$ cat config.mk
export PLATFORM = sky130hd
export DESIGN_NAME = hgft_queue
export DESIGN_NICKNAME = d
export VERILOG_FILES = /design/src/rtl/assert_macros.svh /design/src/rtl/hgft_pkg.sv /design/src/rtl/hgft_queue.sv
export SDC_FILE = /design/constraint.sdc
export NUM_CORES = 1
export LEC_CHECK = 0
export ABC_CLOCK_PERIOD_IN_PS = 6500
export BUFFER_PORTS_ARGS = -buffer_cell sky130_fd_sc_hd__buf_2
export CAP_MARGIN = 5
export CORE_MARGIN = 4
export CORE_UTILIZATION = 25
export DETAILED_ROUTE_END_ITERATION = 6
export PLACE_DENSITY = 0.54
export SLEW_MARGIN = 20
export SYNTH_ARGS = -nofsm -noshare
export SYNTH_HDL_FRONTEND = slang
export SYNTH_SLANG_ARGS = --single-unit
$ cat constraint.sdc
create_clock -name clock -period 6.5 [get_ports clock]
set_input_delay 0.325 -clock clock [delete_from_list [all_inputs] [get_ports clock]]
set_output_delay 0.325 -clock clock [all_outputs]
set_load 0.02 [all_outputs]
$ cat src/rtl/assert_macros.svh
// Assertion macros included by the top-level RTL file.
`ifndef ASSERT_MACROS_SVH
`define ASSERT_MACROS_SVH

// Check a condition at every rising clock edge outside reset.
`define HGFT_ASSERT(label, expr, msg) \
   label: assert property (@(posedge clock) disable iff (reset) (expr)) else $error(msg);

// Check that an antecedent implies a consequent in the same cycle.
`define HGFT_ASSERT_IMP(label, ante, cons, msg) \
   label: assert property (@(posedge clock) disable iff (reset) (ante) |-> (cons)) \
      else $error(msg);

`endif

$ cat src/rtl/hgft_pkg.sv
// Package: types, constants and tables of the gait foot trajectory core.
`timescale 1ns / 1ps
package hgft_pkg;

   localparam int LEG_COUNT   = 6;
   localparam logic [2:0] LEG_LAST = 3'(LEG_COUNT - 1);
   localparam int DIV_STEPS   = 16;
   localparam int FRONT_STEPS = 8;
   localparam logic [2:0] FRONT_CYCLES_M1 = 3'd5;
   localparam int QUEUE_DEPTH = 2;

   localparam logic [1:0] MODE_TRIPOD = 2'd0;
   localparam logic [1:0] MODE_WAVE   = 2'd1;
   localparam logic [1:0] MODE_RIPPLE = 2'd2;

   localparam logic [2:0] CSR_GAIT_MODE = 3'd0;
   localparam logic [2:0] CSR_PERIOD    = 3'd1;
   localparam logic [2:0] CSR_DUTY      = 3'd2;
   localparam logic [2:0] CSR_STRIDE    = 3'd3;
   localparam logic [2:0] CSR_LIFT      = 3'd4;

   localparam logic [15:0] WAVE_DUTY = 16'd55706;
   localparam logic [12:0] WAVE_LIFT = 13'd640;
   localparam logic signed [15:0] STAND_Z = -16'sd1600;

   typedef struct packed {
      logic [1:0]  gait_mode;
      logic [15:0] cycle_period;
      logic [15:0] duty_fraction;
      logic [12:0] step_len;
      logic [12:0] lift_height;
   } cfg_type;

   // One request after the front part: phase, gait settings and stride vector.
   typedef struct packed {
      logic [15:0]        gphase;
      logic [1:0]         mode;
      logic [15:0]        duty;
      logic [12:0]        lift;
      logic signed [44:0] sx;
      logic signed [44:0] sy;
   } qent_type;

   // Per-leg payload traveling down the back pipeline.
   typedef struct packed {
      logic [2:0]         leg;
      logic               last;
      logic               swing;
      logic [12:0]        lift;
      logic signed [44:0] sx;
      logic signed [44:0] sy;
   } leg_pl_type;

   typedef enum logic [1:0] {
      FR_IDLE,
      FR_BUSY,
      FR_DONE
   } front_state_type;

   function automatic logic [15:0] quarter_sine(input logic [6:0] k);
      logic [15:0] v;
      case (k)
         7'd0: v = 16'd0;       7'd1: v = 16'd402;     7'd2: v = 16'd804;
         7'd3: v = 16'd1205;    7'd4: v = 16'd1606;    7'd5: v = 16'd2006;
         7'd6: v = 16'd2404;    7'd7: v = 16'd2801;    7'd8: v = 16'd3196;
         7'd9: v = 16'd3590;    7'd10: v = 16'd3981;   7'd11: v = 16'd4370;
         7'd12: v = 16'd4756;   7'd13: v = 16'd5139;   7'd14: v = 16'd5520;
         7'd15: v = 16'd5897;   7'd16: v = 16'd6270;   7'd17: v = 16'd6639;
         7'd18: v = 16'd7005;   7'd19: v = 16'd7366;   7'd20: v = 16'd7723;
         7'd21: v = 16'd8076;   7'd22: v = 16'd8423;   7'd23: v = 16'd8765;
         7'd24: v = 16'd9102;   7'd25: v = 16'd9434;   7'd26: v = 16'd9760;
         7'd27: v = 16'd10080;  7'd28: v = 16'd10394;  7'd29: v = 16'd10702;
         7'd30: v = 16'd11003;  7'd31: v = 16'd11297;  7'd32: v = 16'd11585;
         7'd33: v = 16'd11866;  7'd34: v = 16'd12140;  7'd35: v = 16'd12406;
         7'd36: v = 16'd12665;  7'd37: v = 16'd12916;  7'd38: v = 16'd13160;
         7'd39: v = 16'd13395;  7'd40: v = 16'd13623;  7'd41: v = 16'd13842;
         7'd42: v = 16'd14053;  7'd43: v = 16'd14256;  7'd44: v = 16'd14449;
         7'd45: v = 16'd14635;  7'd46: v = 16'd14811;  7'd47: v = 16'd14978;
         7'd48: v = 16'd15137;  7'd49: v = 16'd15286;  7'd50: v = 16'd15426;
         7'd51: v = 16'd15557;  7'd52: v = 16'd15679;  7'd53: v = 16'd15791;
         7'd54: v = 16'd15893;  7'd55: v = 16'd15986;  7'd56: v = 16'd16069;
         7'd57: v = 16'd16143;  7'd58: v = 16'd16207;  7'd59: v = 16'd16261;
         7'd60: v = 16'd16305;  7'd61: v = 16'd16340;  7'd62: v = 16'd16364;
         7'd63: v = 16'd16379;  7'd64: v = 16'd16384;
         default: v = 16'd0;
      endcase
      return v;
   endfunction

   // Full-wave sine in Q2.14 from an 8-bit angle.
   function automatic logic signed [15:0] sine_of(input logic [7:0] idx);
      logic [15:0] v;
      v = idx[6] ? quarter_sine(7'd64 - {1'b0, idx[5:0]}) : quarter_sine({1'b0, idx[5:0]});
      return idx[7] ? -$signed(v) : $signed(v);
   endfunction

   function automatic logic [15:0] leg_phase(input logic [1:0] mode,
                                             input logic [2:0] leg);
      logic [15:0] v;
      case ({mode, leg})
         {MODE_WAVE, 3'd1}:   v = 16'd32768;
         {MODE_WAVE, 3'd2}:   v = 16'd13107;
         {MODE_WAVE, 3'd3}:   v = 16'd45875;
         {MODE_WAVE, 3'd4}:   v = 16'd26214;
         {MODE_WAVE, 3'd5}:   v = 16'd58982;
         {MODE_RIPPLE, 3'd1}: v = 16'd32768;
         {MODE_RIPPLE, 3'd2}: v = 16'd21627;
         {MODE_RIPPLE, 3'd3}: v = 16'd54395;
         {MODE_RIPPLE, 3'd4}: v = 16'd43909;
         {MODE_RIPPLE, 3'd5}: v = 16'd11141;
         {MODE_TRIPOD, 3'd1}: v = 16'd32768;
         {MODE_TRIPOD, 3'd3}: v = 16'd32768;
         {MODE_TRIPOD, 3'd5}: v = 16'd32768;
         default:             v = 16'd0;
      endcase
      return v;
   endfunction

   function automatic logic signed [15:0] stand_x(input logic [2:0] leg);
      logic signed [15:0] v;
      case (leg)
         3'd0, 3'd3: v = 16'sd1600;
         3'd2, 3'd5: v = -16'sd1600;
         default:    v = 16'sd0;
      endcase
      return v;
   endfunction

   function automatic logic signed [15:0] stand_y(input logic [2:0] leg);
      logic signed [15:0] v;
      case (leg)
         3'd0, 3'd2: v = 16'sd1600;
         3'd1:       v = 16'sd1920;
         3'd3, 3'd5: v = -16'sd1600;
         3'd4:       v = -16'sd1920;
         default:    v = 16'sd0;
      endcase
      return v;
   endfunction

endpackage

$ cat src/rtl/hgft_queue.sv
// Two-entry queue between the front and back parts.
`timescale 1ns / 1ps
module hgft_queue (
   input  logic                clock,
   input  logic                reset,
   input  logic                push_valid,
   output logic                push_ready,
   input  hgft_pkg::qent_type  push_entry,
   output logic                pop_valid,
   input  logic                pop,
   output hgft_pkg::qent_type  head
);
   import hgft_pkg::*;

   qent_type   mem_ff [QUEUE_DEPTH];
   logic       wr_ff, rd_ff;
   logic [1:0] cnt_ff;
   logic       do_push, do_pop;

   assign push_ready = (cnt_ff != 2'(QUEUE_DEPTH));
   assign pop_valid  = (cnt_ff != 2'd0);
   assign do_push    = push_valid && push_ready;
   assign do_pop     = pop && pop_valid;
   assign head       = mem_ff[rd_ff];

   // Track pointers and fill
   always_ff @(posedge clock) begin
      if (reset) begin
         wr_ff  <= 1'b0;
         rd_ff  <= 1'b0;
         cnt_ff <= 2'd0;
      end else begin
         if (do_push) wr_ff <= ~wr_ff;
         if (do_pop)  rd_ff <= ~rd_ff;
         cnt_ff <= cnt_ff + 2'(do_push) - 2'(do_pop);
      end
   end

   // Store entry
   always_ff @(posedge clock) begin
      if (do_push) mem_ff[wr_ff] <= push_entry;
   end

endmodule

==> results.json, run 1 <==
{
  "ios": 280,
  "synthesis.nets": 593,
  "post-cts-setup-buffer-count": 0,
  "cp.required_ps": 6170,
  "ys.flop_type": "edfxtp_1",
  "post-route-period-util_pct": 44.0,
  "ir_drop_mv": 0.243,
  "critPathMaxFanout": 65,
  "clock_latency_ps": 550,
  "synth_top_area_cell": "edfxtp_1",
  "fmax_mhz": 350,
  "maxSlewHeadroom_pct": 38.4,
  "place_congestion": 0.678,
  "async_flop_share_pct": 0,
  "first_global_vias": 6354,
  "grt_pass1_wl_mm": 34.6,
  "start_kind": "flip-flop",
  "r2r-start": "cnt_ff[0]",
  "fin_skew_ps": 10.5,
  "yosys-top-cells-area": "edfxtp_1 81%, mux2_2 15%, clkbuf_8 1.4%, dfxtp_1 0.98%, buf_6 0.55%",
  "r2r_setup_slack_ps": 4050,
  "holdWs_ps": 215,
  "netlist_area_um2": 10200,
  "dp.cells": 1246,
  "avgSynthCellArea_um2": 22.7,
  "ys_seq_area_share_pct": 81.7,
  "drt_iter0_drc": 175,
  "final_max_slew_viol_count": 0,
  "io_buffers": 279,
  "grt_util_all_layers_pct": 9.69,
  "cts_sinks": 279,
  "max_cap_viol_count": 0,
  "die_w_um": 210,
  "overflow": 0,
  "power_density_nw_per_um2": 370,
  "fin_cells": 1439,
  "synthTopCellsByCount": "274 x edfxtp_1, 138 x mux2_2, 10 x clkbuf_8",
  "fin_nets": 1034,
  "tightest_slew_ps": 923,
  "wl_per_cell_um": 15.5,
  "clkTransAtPathRegs_ps": 50,
  "power.leakage_nw": 5.34,
  "postSynthCellCount": 450,
  "ys_ff_latch": 279,
  "fp.dieH_um": 210,
  "core_um2": 40000,
  "critPathKind": "reg2out",
  "yosysUniqueCellTypes": 16,
  "rsz0062_at_grt": "no",
  "finalCriticalPeriod_ps": 2860,
  "hp-start": "pop",
  "antenna_found_initial": 1,
  "hold_violations": 0,
  "setup_viol": 0,
  "dpl.hpwl_mm": 14.1,
  "cp.arrival_ps": 2530,
  "start_util_pct": 25.5,
  "clock_path_buffers": 3,
  "dr.pass1.iters": 4,
  "numCtsBuffers": 30,
  "viasPerCell": 3.99,
  "hold_class": "in2reg",
  "clock-root-buffer": "clkbuf_16",
  "status": "complete, no violations",
  "synth_most_common_cell": "edfxtp_1",
  "dp_worst_setup_slack_ps": 3950,
  "synth.top_cell.area_share_pct": 80.7,
  "layout_setup_ws_ps": 3640,
  "drt_wl_total_mm": 22.3,
  "dieArea_um2": 44100,
  "synth_edf_count": 274,
  "area_growth_pct": 41.9,
  "ys_warn_count": 0,
  "drive_above_1_share_pct": 51.4,
  "grt_max_degree": 66,
  "num-fill-cells": 3818,
  "crit_path_end_kind": "output port",
  "drtAntennaViolNets": 0,
  "fin_setup_tns_ps": 0,
  "cts_tree": "done",
  "fp-row-count": 73,
  "ctsHtreeMaxLevel": 1,
  "drc_errors": 0,
  "vias": 5735
}
[registers in the layout, summed over array words and instances (netlist names), named ones only]
name	cells
mem_ff	274
cnt_ff	2
rd_ff	1
wr_ff	1
[routing by layer]
| layer | global-route usage, % | vias up | part of all wire (%) |
|---|---|---|---|
| li1 | - | 2674 | - |
| met1 | 12.0 | 2846 | 41 |
| met2 | 16.5 | 178 | 49 |
| met3 | 2.77 | 37 | 7.2 |
| met4 | 3.08 | 0 | 2.6 |
| met5 | 0 | - | 0 |
[cell families (layout without fill, tap and decap cells)]
kind of cell | Yosys count | after routing | share of synthesized area [%]
other | 0 | 1 | 0
muxes | 138 | 138 | 15.2
and+or+nand+nor | 11 | 11 | 0.552
DFF | 279 | 279 | 81.7
xor gates and xnor gates | 3 | 3 | 0.258
adders and majority gates | 2 | 2 | 0.245
AOI/OAI and AO/OA | 1 | 1 | 0.0737
buffers and inverters | 16 | 479 | 1.94
[cells in the final DEF (no fill, tap or decap), types with 2 or more instances in the layout]
| master | netlist | layout |
|---|---|---|
| dfxtp_1 | 5 | 4 |
| buf_2 | 0 | 279 |
| buf_4 | 0 | 7 |
| edfxtp_1 | 274 | 274 |
| clkbuf_16 | 0 | 31 |
| nor2b_1 | 2 | 2 |
| clkbuf_1 | 0 | 6 |
| mux2_2 | 138 | 138 |
| nor2_1 | 5 | 4 |
| xnor2_1 | 2 | 2 |
| bufinv_16 | 0 | 3 |
| ha_1 | 2 | 2 |
| clkinv_1 | 0 | 8 |
| dlygate4sd3_1 | 0 | 138 |
| clkinv_2 | 0 | 4 |
[report_power, final]
part / internal (mW) / switching, mW
logic: 0.557 / 0.821
clock network: 0.982 / 0.659
registers: 2.26 / 0.0676
[repair_timing]
item,CTS,global route
hold buffers,138,0
hold endpoints to repair,277,0
gates resized for setup,0,0
[stage by stage]
| stage | util, % | total power [mW] | area (um^2) |
|---|---|---|---|
| CTS | 36.1 | 5.45 | 14500 |
| floorplan | - | 3.32 | 10200 |
| global placement | 30.3 | 3.70 | 12100 |
| detailed placement | 30.3 | 3.71 | 12100 |
| global route | 36.1 | 5.61 | 14500 |
| finish | 36.1 | 5.35 | 14500 |
[layout make-up]
cell class                 count  area (um^2)  share of cell area, %
tap                          525          657                   4.54
clock buffer                  37          798                   5.52
clock inverter                17          156                   1.08
timing repair buffer         424         2830                   19.6
multi-input combinational    155         1680                   11.6
antenna                        1         2.50                 0.0173
inverter                       1         3.75                 0.0260
sequential                   279         8330                   57.6
[critical path: stages (launching register included)]
cell and delay, ps:
dfxtp_4 560, buf_4 790, mux2_2 450, buf_2 170
[final timing paths]
| kind | endpoint | cells after the start |
|---|---|---|
| hold / removal | flip-flop | 4 |
| setup / recovery | head[87] | 3 |
| setup reg to reg | mem_ff[0][92] | 5 |
| hold reg to reg | flip-flop | 2 |
Power figures use the tool's default switching activity.
==> inputs of run 2 (changes only) <==
- ABC_AREA: not set -> 1
- ABC_CLOCK_PERIOD_IN_PS: 6500 -> 2500
- clock period: 6.5 -> 2.5 ns (I/O delays scaled with it)
==> run 2 against run 1 <==
Clock skew rose by 3.2 ps. Die area rose by 0.13%. Count of clock-buffer cells in the layout fell by 1. Sequential share of layout area fell by 1.1 points. Critical path depth did not move. Via count rose by 0.63%. First-iteration DRC count rose by 22%. Setup slack got worse by 3400 ps. Core utilization rose by 0.69 points. Critical path type unchanged.
==> results.json, run 2 <==
{
  "fin_setup_tns_ps": 0,
  "p_total_mw": 14.2,
  "antenna_found_initial": 1,
  "io_buffers": 279,
  "numCtsBuffers": 30,
  "hold_class": "in2reg",
  "top_regs": "mem_ff (274), cnt_ff (2)",
  "synth.top_cell.area_share_pct": 80.6,
  "status": "complete, no violations",
  "synth-compound-area-share_pct": 0.0981,
  "synth_top_family_by_area": "multiplexers",
  "wl_per_cell_um": 15.5,
  "yosys-top-cells-area": "edfxtp_1 81%, mux2_2 15%, clkbuf_8 1.3%, dfxtp_1 0.98%, buf_6 0.55%",
  "start_kind": "flip-flop",
  "yosysUniqueCellTypes": 11,
  "dieArea_um2": 44100,
  "start_util_pct": 25.5,
  "setup_viol": 0,
  "r2r-end": "mem_ff[0][133]",
  "dpl.hpwl_mm": 14.5,
  "drive_above_1_share_pct": 52.0,
  "dr.pass1.iters": 4,
  "ys_warn_count": 0,
  "dpl_cell_area_um2": 12300,
  "first_global_vias": 6254,
  "drtAntennaViolNets": 0,
  "die_w_um": 210,
  "vias": 5771,
  "synth-simple-area-share_pct": 0.772,
  "critPathMaxFanout": 50,
  "tightest_slew_ps": 639,
  "layout_setup_ws_ps": 273,
  "synthAdderAreaFrac_pct": 0.245,
  "n_antenna_cell": 0,
  "dp_worst_setup_slack_ps": 755,
  "ir_drop_mv": 0.580,
  "finalCriticalPeriod_ps": 2230,
  "viasPerCell": 3.94,
  "cts_sinks": 279,
  "holdWs_ps": 288,
  "power.leakage_nw": 5.49,
  "grt_util_all_layers_pct": 9.82,
  "ys_ff_latch": 279,
  "power_density_nw_per_um2": 965,
  "clock_path_buffers": 3,
  "cts_resized": 0,
  "fmax_mhz": 449,
  "crit_path_end_kind": "output port",
  "r2r-start": "cnt_ff[0]",
  "postSynthCellCount": 463,
  "clkTransAtPathRegs_ps": 60,
  "drt_wl_total_mm": 22.7,
  "final_cell_mix": "279 x buf_2, 274 x edfxtp_1, 140 x dlygate4sd3_1",
  "critPathKind": "reg2out",
  "cp.required_ps": 2380,
  "place_congestion": 0.718,
  "num-fill-cells": 3782,
  "fp-row-count": 73,
  "ys.flop_type": "edfxtp_1",
  "hp-start": "push_entry[17]",
  "final_common_cell": "buf_2",
  "r2r_setup_slack_ps": 830,
  "synth-xor-area-share_pct": 0,
  "grt_pass1_wl_mm": 34.5,
  "largest_reg_flops": 274,
  "core_um2": 40000,
  "clock_latency_ps": 560,
  "final_max_slew_viol_count": 0,
  "cp.arrival_ps": 2100,
  "seqCellArea_um2": 8330,
  "overflow": 0,
  "post-cts-setup-buffer-count": 0,
  "largest_register": "mem_ff",
  "cts_hold_buf": 140,
  "area_growth_pct": 44.4,
  "synth_edf_count": 274,
  "synthesis.nets": 606,
  "synthTopCellsByCount": "274 x edfxtp_1, 137 x mux2_2, 10 x clkbuf_8",
  "grt_max_degree": 53,
  "avgSynthCellArea_um2": 22.0,
  "clock-root-buffer": "clkbuf_16",
  "reg2reg_depth": 5,
  "fin_nets": 1057,
  "synth_mux_area_share_pct": 15.1,
  "cts_tree": "done",
  "drc_errors": 0,
  "fp.dieH_um": 210,
  "synth_most_common_cell": "edfxtp_1",
  "cp-endpoint": "head[48]",
  "multi_input_area_um2": 1680,
  "max_cap_viol_count": 0,
  "fin_skew_ps": 13.7,
  "async_flop_share_pct": 0,
  "synth_top_area_cell": "edfxtp_1",
  "drt_iter0_drc": 213,
  "ctsHtreeMaxLevel": 1,
  "maxSlewHeadroom_pct": 57.3,
  "ys_seq_area_share_pct": 81.6,
  "fin_area_um2": 14700,
  "netlist_area_um2": 10200,
  "ios": 280,
  "post-route-period-util_pct": 89.1,
  "rsz0062_at_grt": "no",
  "hold_violations": 0
}
-- run 2: cell count changes in the layout (fill, tap and decap cells not counted), sizes merged, moves of 3 or more --
| cell | delta |
|---|---|
| nand3 | +3 |
| buf | +8 |
| inv | +6 |
| nand2 | +7 |
| nor2 | +4 |
-- run 2: worst min-delay path by stage --
stage	endpoint	slack [ps]	depth (start not counted)
4_1_cts	cnt_ff[0]	230	3
3_3_place_gp	cnt_ff[0]	290	2
5_1_grt	mem_ff[0][49]	260	2
2_1_floorplan	cnt_ff[0]	190	1
3_5_place_dp	cnt_ff[0]	300	2
6_report	mem_ff[1][17]	290	2
-- run 2: kinds of logic (layout without fill, tap and decap cells) --
family / count (synthesis) / count (layout)
AOI/OAI and AO/OA: 2 / 2
buffers and inverters: 23 / 498
adders and majority gates: 2 / 2
DFF: 279 / 279
and+or+nand+nor: 20 / 20
muxes: 137 / 137
-- run 2: worst max-delay path, stage by stage, from the launching register on --
cell and delay (ps):
dfxtp_4 590, buf_12 310, mux2_2 400, buf_2 170
-- run 2: metrics by stage --
stage | std cells | util (%)
2_1_floorplan | 463 | -
3_3_place_gp | 1267 | 30.8
3_5_place_dp | 1267 | 30.8
4_1_cts | 1463 | 36.8
5_1_grt | 1463 | 36.8
6_report | 1463 | 36.8
-- run 2: cell type report --
type                    instances  area share (%)
multi-input cells             161            11.4
clock inverters                20            1.37
flip-flops and latches        279            56.5
repair buffers                434            20.5
clock buffers                  36            5.46
well taps                     525            4.46
inverters                       8           0.229
-- run 2: power breakdown --
| part | switching, mW | total, mW | internal (mW) |
|---|---|---|---|
| clock network | 1.73 | 4.42 | 2.69 |
| registers | 0.190 | 6.10 | 5.91 |
| logic | 2.16 | 3.69 | 1.53 |
| total | 4.08 | 14.2 | 10.1 |
-- run 2: per-layer routing --
layer  vias to the layer above  global-route usage, %  share of wire [%]
li1                       2739                      -                  -
met5                         -                      0              0.057
met4                         2                   2.90                2.8
met3                        41                   3.18                6.7
met1                      2799                   12.1                 41
met2                       190                   16.6                 49
